## src/rtl/color_gradient_lookup_macros.svh

```systemverilog
// Assertion macros shared by the colour gradient lookup RTL.
`ifndef COLOR_GRADIENT_LOOKUP_MACROS_SVH
`define COLOR_GRADIENT_LOOKUP_MACROS_SVH

// Same-cycle implication, checked on every rising clock edge outside reset.
`define CGL_ASSERT_NOW(label, ante, cons) \
    label: assert property (@(posedge i_clk) disable iff (!i_rst_n) (ante) |-> (cons)) \
        else $error("colour gradient lookup check failed");

// Next-cycle implication, checked on every rising clock edge outside reset.
`define CGL_ASSERT_NEXT(label, ante, cons) \
    label: assert property (@(posedge i_clk) disable iff (!i_rst_n) (ante) |=> (cons)) \
        else $error("colour gradient lookup check failed");

`endif

```

## src/rtl/cgl_ram.sv

```systemverilog
// Generic single-port-write, single-port-read RAM with registered read data.
module cgl_ram #(
    parameter int WIDTH = 32,
    parameter int DEPTH = 128
) (
    input  logic                     i_clk,
    input  logic                     i_we,
    input  logic [$clog2(DEPTH)-1:0] i_waddr,
    input  logic [WIDTH-1:0]         i_wdata,
    input  logic [$clog2(DEPTH)-1:0] i_raddr,
    output logic [WIDTH-1:0]         o_rdata
);
    logic [WIDTH-1:0] r_mem [DEPTH];
    logic [WIDTH-1:0] r_rdata;

    always_ff @(posedge i_clk) begin
        if (i_we) begin
            r_mem[i_waddr] <= i_wdata;
        end
        r_rdata <= r_mem[i_raddr];
    end

    assign o_rdata = r_rdata;
endmodule

```

## config.mk

```make
export PLATFORM = sky130hd
export DESIGN_NAME = cgl_ram
export DESIGN_NICKNAME = d
export VERILOG_FILES = /design/src/rtl/color_gradient_lookup_macros.svh /design/src/rtl/cgl_ram.sv
export SDC_FILE = /design/constraint.sdc
export NUM_CORES = 2
export LEC_CHECK = 0
export BUFFER_PORTS_ARGS = -buffer_cell sky130_fd_sc_hd__buf_2
export CAP_MARGIN = 20
export CORE_MARGIN = 8
export CORE_UTILIZATION = 40
export DETAILED_ROUTE_END_ITERATION = 12
export PLACE_DENSITY = 0.54
export SLEW_MARGIN = 20
export SYNTH_ARGS = -nofsm -noshare
export SYNTH_HDL_FRONTEND = slang
export SYNTH_SLANG_ARGS = --single-unit
```

## constraint.sdc

```tcl
create_clock -name i_clk -period 6.1 [get_ports i_clk]
set_clock_uncertainty 0.2 [all_clocks]
set_input_delay 1.22 -clock i_clk [delete_from_list [all_inputs] [get_ports i_clk]]
set_output_delay 1.22 -clock i_clk [all_outputs]
set_load 0.02 [all_outputs]
```

# [After elaboration in Yosys (flattened, before gate mapping)]
# Memories as Yosys holds them, arrays and structs flattened. A register that Yosys moved wholly into a read port is not among the register bits.
# Index checks and enable logic that the tools add are counted.
[totals] regBits=0 ramBits=4096 inputBits=48 wordCells=3 mem_count=1
[classes] mux=2
[memory_table] memory="r_mem" depth=128 width=32 rd=1 rd_ports_with_merged_regs=1 write_ports=1 line="cgl_ram.sv:13" rtl="logic [WIDTH-1:0] r_mem [DEPTH];"
[op_table] op="2-to-1 mux 1 bit" n=2

# [Depth between registers and ports, before layout]
[depth] depth_word=2 mapped_depth=8

# [Least setup slack after synthesis]
# Ideal clock, no wire load.
[synth_timing] path_kind="input to register" from="input i_we" to="memory r_mem[98][0] (enable)" setup_ns=0.461 arrival_time_ns=3.998 t_required_ns=5.439 slack_ns=1.441 stages=3 n_path_buf=1 path_cell_list="clkbuf_1 -> nand4_1 -> nor3_1"
[synth_via] elab_chain_cells=2
[synth_lines] item="from (decl)" line="cgl_ram.sv:7" rtl="input logic i_we,"
[synth_lines] item="2-to-1 mux 1 bit" line="cgl_ram.sv:17" rtl="if (i_we) begin"
[synth_lines] item="2-to-1 mux 1 bit (not written as such)" line="cgl_ram.sv:18" rtl="r_mem[i_waddr] <= i_wdata;"
[synth_lines] item="to (decl)" line="cgl_ram.sv:13"
# No other way between the ends.

==> results.yml <==
power:
  internal_power_w: 0.0468
  irDropWorstVdd_mv: 0.289
  clkPwrFrac_pct: 41.9
  leakagePower_nw: 54.8
  p_per_area_nw_per_um2: 332
  combPwrFrac_pct: 5.3
  power.share.sequential_pct: 52.8
  netSwitchingFraction_pct: 21.5
  p_sw_w: 0.0128
critical_path:
  worstSetupPathType: "primary input to flip-flop"
  r2r_end: "o_rdata[1]"
  r2r_start: "r_mem[119][1]"
  r2r_cells: 4
  crit_required_ns: 6.72
  path_cells: "buf_12 > buf_12 > buf_12 > buf_4 > mux4_2 > mux4_2 > mux4_2 > mux2_2"
  slowest_delay_ns: 0.67
  crit_slowest_cell: "mux4_2"
  cp.arrival_ns: 4.71
  reg2reg_slack_ns: 3.21
  startpoint_type: "primary input"
  crit_fanout: 48
  crit_path_end_kind: "flip-flop"
grt:
  grt_pass1_vias: 72400
  grtUsageMet2_pct: 35.8
  gr-total-overflow: 0
  grt_max_degree: 97
  gr-usage-met1_pct: 29.4
  busiest_layer: "met2"
  antenna_found_initial: 51
  grt_pass1_wl_um: 610000
  grt_use_total_pct: 21.4
  groute.layer.met3.usage_pct: 2.81
status:
  outcome: "complete, no violations"
timing:
  post-route-period-util_pct: 67.0
  period_needed_ns: 4.09
  setup-tns-final_ns: 0
  final_max_slew_viol_count: 0
  worst_pin_slew_ns: 1.16
  fmax_ghz: 0.245
  rsz0062_at_grt: "false"
  setup_viol: 0
  slew-limit-headroom_pct: 23.0
  postLayoutSetupSlackWorst_ns: 2.01
  hold_violations: 0
yosys:
  yosys.area.top_type_share_pct: 78.7
  synth_cell_type_count: 17
  synth_seq_area_share_pct: 79.1
  yosys.area.top_type: "edfxtp_1"
  syn_nets: 6038
  yosys_warnings: 0
  syn_avg_cell_area_um2: 26.1
  syn_inst: 5990
  synthesis.area_um2: 156000
  synthTopCellsByArea: "edfxtp_1 79%, mux4_2 19%, clkbuf_1 0.44%, dfxtp_1 0.41%, nor2_1 0.29%"
  ys_ff_latch: 4128
floorplan:
  fp-row-count: 229
  die_h_um: 641
  dieArea_um2: 411000
  io_pins: 80
  fp.coreArea_um2: 389000
  die_w_um: 641
  initial_core_util_pct: 40.2
clocking:
  clk_path_buf_depth: 4
  cts_resized: 0
  cts-hold-fix-buffers: 0
  clkTransAtPathRegs_ns: 0.06
  cts_root_buf: "clkbuf_16"
  numCtsBuffers: 417
  cts.sinks: 4128
  cts_tree: "done"
  h-tree-depth: 5
  worstSkewPairLatency_ns: 0.95
  post-cts-setup-buffers: 0
worst_hold_path:
  hold_end: "r_mem[30][29]"
  holdCritPathClass: "primary input to flip-flop"
  min_delay_path_depth: 1
  worstHoldStart: "i_wdata[29]"
detailed_routing:
  wl_um: 447000
  wl_per_cell_um: 37.0
  viasPerCell: 5.88
  vias: 71100
  drtIter0Drc: 8743
  ant_nets: 0
  drc_errors: 0
  dr.pass1.iters: 5
placement:
  gp_congestion: 0.800
  hpwl_um: 251000
  place_ws_ns: 1.01
  port_buffers: 79
final_layout:
  drive_above_1_share_pct: 36.6
  final_cell_mix: "4096 x edfxtp_1, 1344 x mux4_2, 423 x clkbuf_16, 290 x buf_4, 119 x nor2_4"
  area_growth_pct: 15.0
  nNetsFinal: 6546
  n_fill_cell: 31800
  layout_commonest_cell: "edfxtp_1"
job:
  cap_violations: 0
==> sequential cells by signal, indices dropped and copies added (netlist names) <==
| name | cells |
|---|---|
| o_rdata | 32 |
| r_mem | 4096 |
==> per-stage QoR <==
stage               hold WS (ns)  util [%]  instance area [um2]  power, W  cells
floorplan                  0.874         -               156000    0.0335   5990
global route               0.474      46.2               180000    0.0612  12100
detailed placement         0.916      42.7               166000    0.0353  11300
CTS                        0.425      46.1               180000    0.0602  12000
finish                     0.513      46.2               180000    0.0596  12100
global placement           0.904      42.7               166000    0.0352  11300
==> worst max-delay path by stage <==
stage / to / startpoint
after floorplan: r_mem[98][0] / i_we
after global placement: o_rdata[12] / i_raddr[0]
after detailed placement: o_rdata[12] / i_raddr[0]
after CTS: o_rdata[12] / i_raddr[0]
after global routing: o_rdata[12] / i_raddr[0]
final: o_rdata[12] / i_raddr[0]
==> cell families (layout without fill, tap and decap cells) <==
logic type / Yosys count / in the layout / share of synthesized area [%]
simple gates: 170 / 170 / 0.446
other cells: 0 / 45 / 0
flops: 4128 / 4128 / 79.1
buf+inv: 316 / 1172 / 0.839
mux: 1376 / 1376 / 19.6
==> power by group through the flow <==
stage | Sequential, W | Clock [W] | Combinational, W
final | 0.0315 | 0.0250 | 0.00316
after global routing | 0.0315 | 0.0265 | 0.00328
after CTS | 0.0315 | 0.0255 | 0.00322
after detailed placement | 0.0321 | 0 | 0.00322
after global placement | 0.0321 | 0 | 0.00318
after floorplan | 0.0320 | 0 | 0.00151
==> synthesized netlist by cell type (all sizes together) <==
master	number
nand2b	2
nand3	12
nand4	3
nor2b	7
nor2	122
mux4	1344
clkbuf	182
buf	134
or3	1
mux2	32
nand2	14
dfxtp	32
nor3	9
edfxtp	4096
==> critical path: cells and delay by family <==
family,cells,cell delay [ns]
multiplexers,4,2.17
buffers and inverters,4,1.13
==> layout make-up <==
type                    instances  area, um2  share of cell area (%)
repair buffers                405       3840                    2.14
diodes                         45        113                  0.0627
clock inverters               246       2280                    1.27
well taps                    5197       6500                    3.62
clock buffers                 521      11000                    6.13
flip-flops and latches       4128     124000                    68.8
multi-input cells            1546      32300                    18.0
==> per-layer routing <==
| layer | vias to the layer above | share of wire [%] |
|---|---|---|
| li1 | 27500 | - |
| met1 | 40100 | 40 |
| met2 | 2857 | 50 |
| met3 | 563 | 6.7 |
| met4 | 6 | 3.4 |
| met5 | - | 0.0076 |
(Power assumes the default switching activity.)
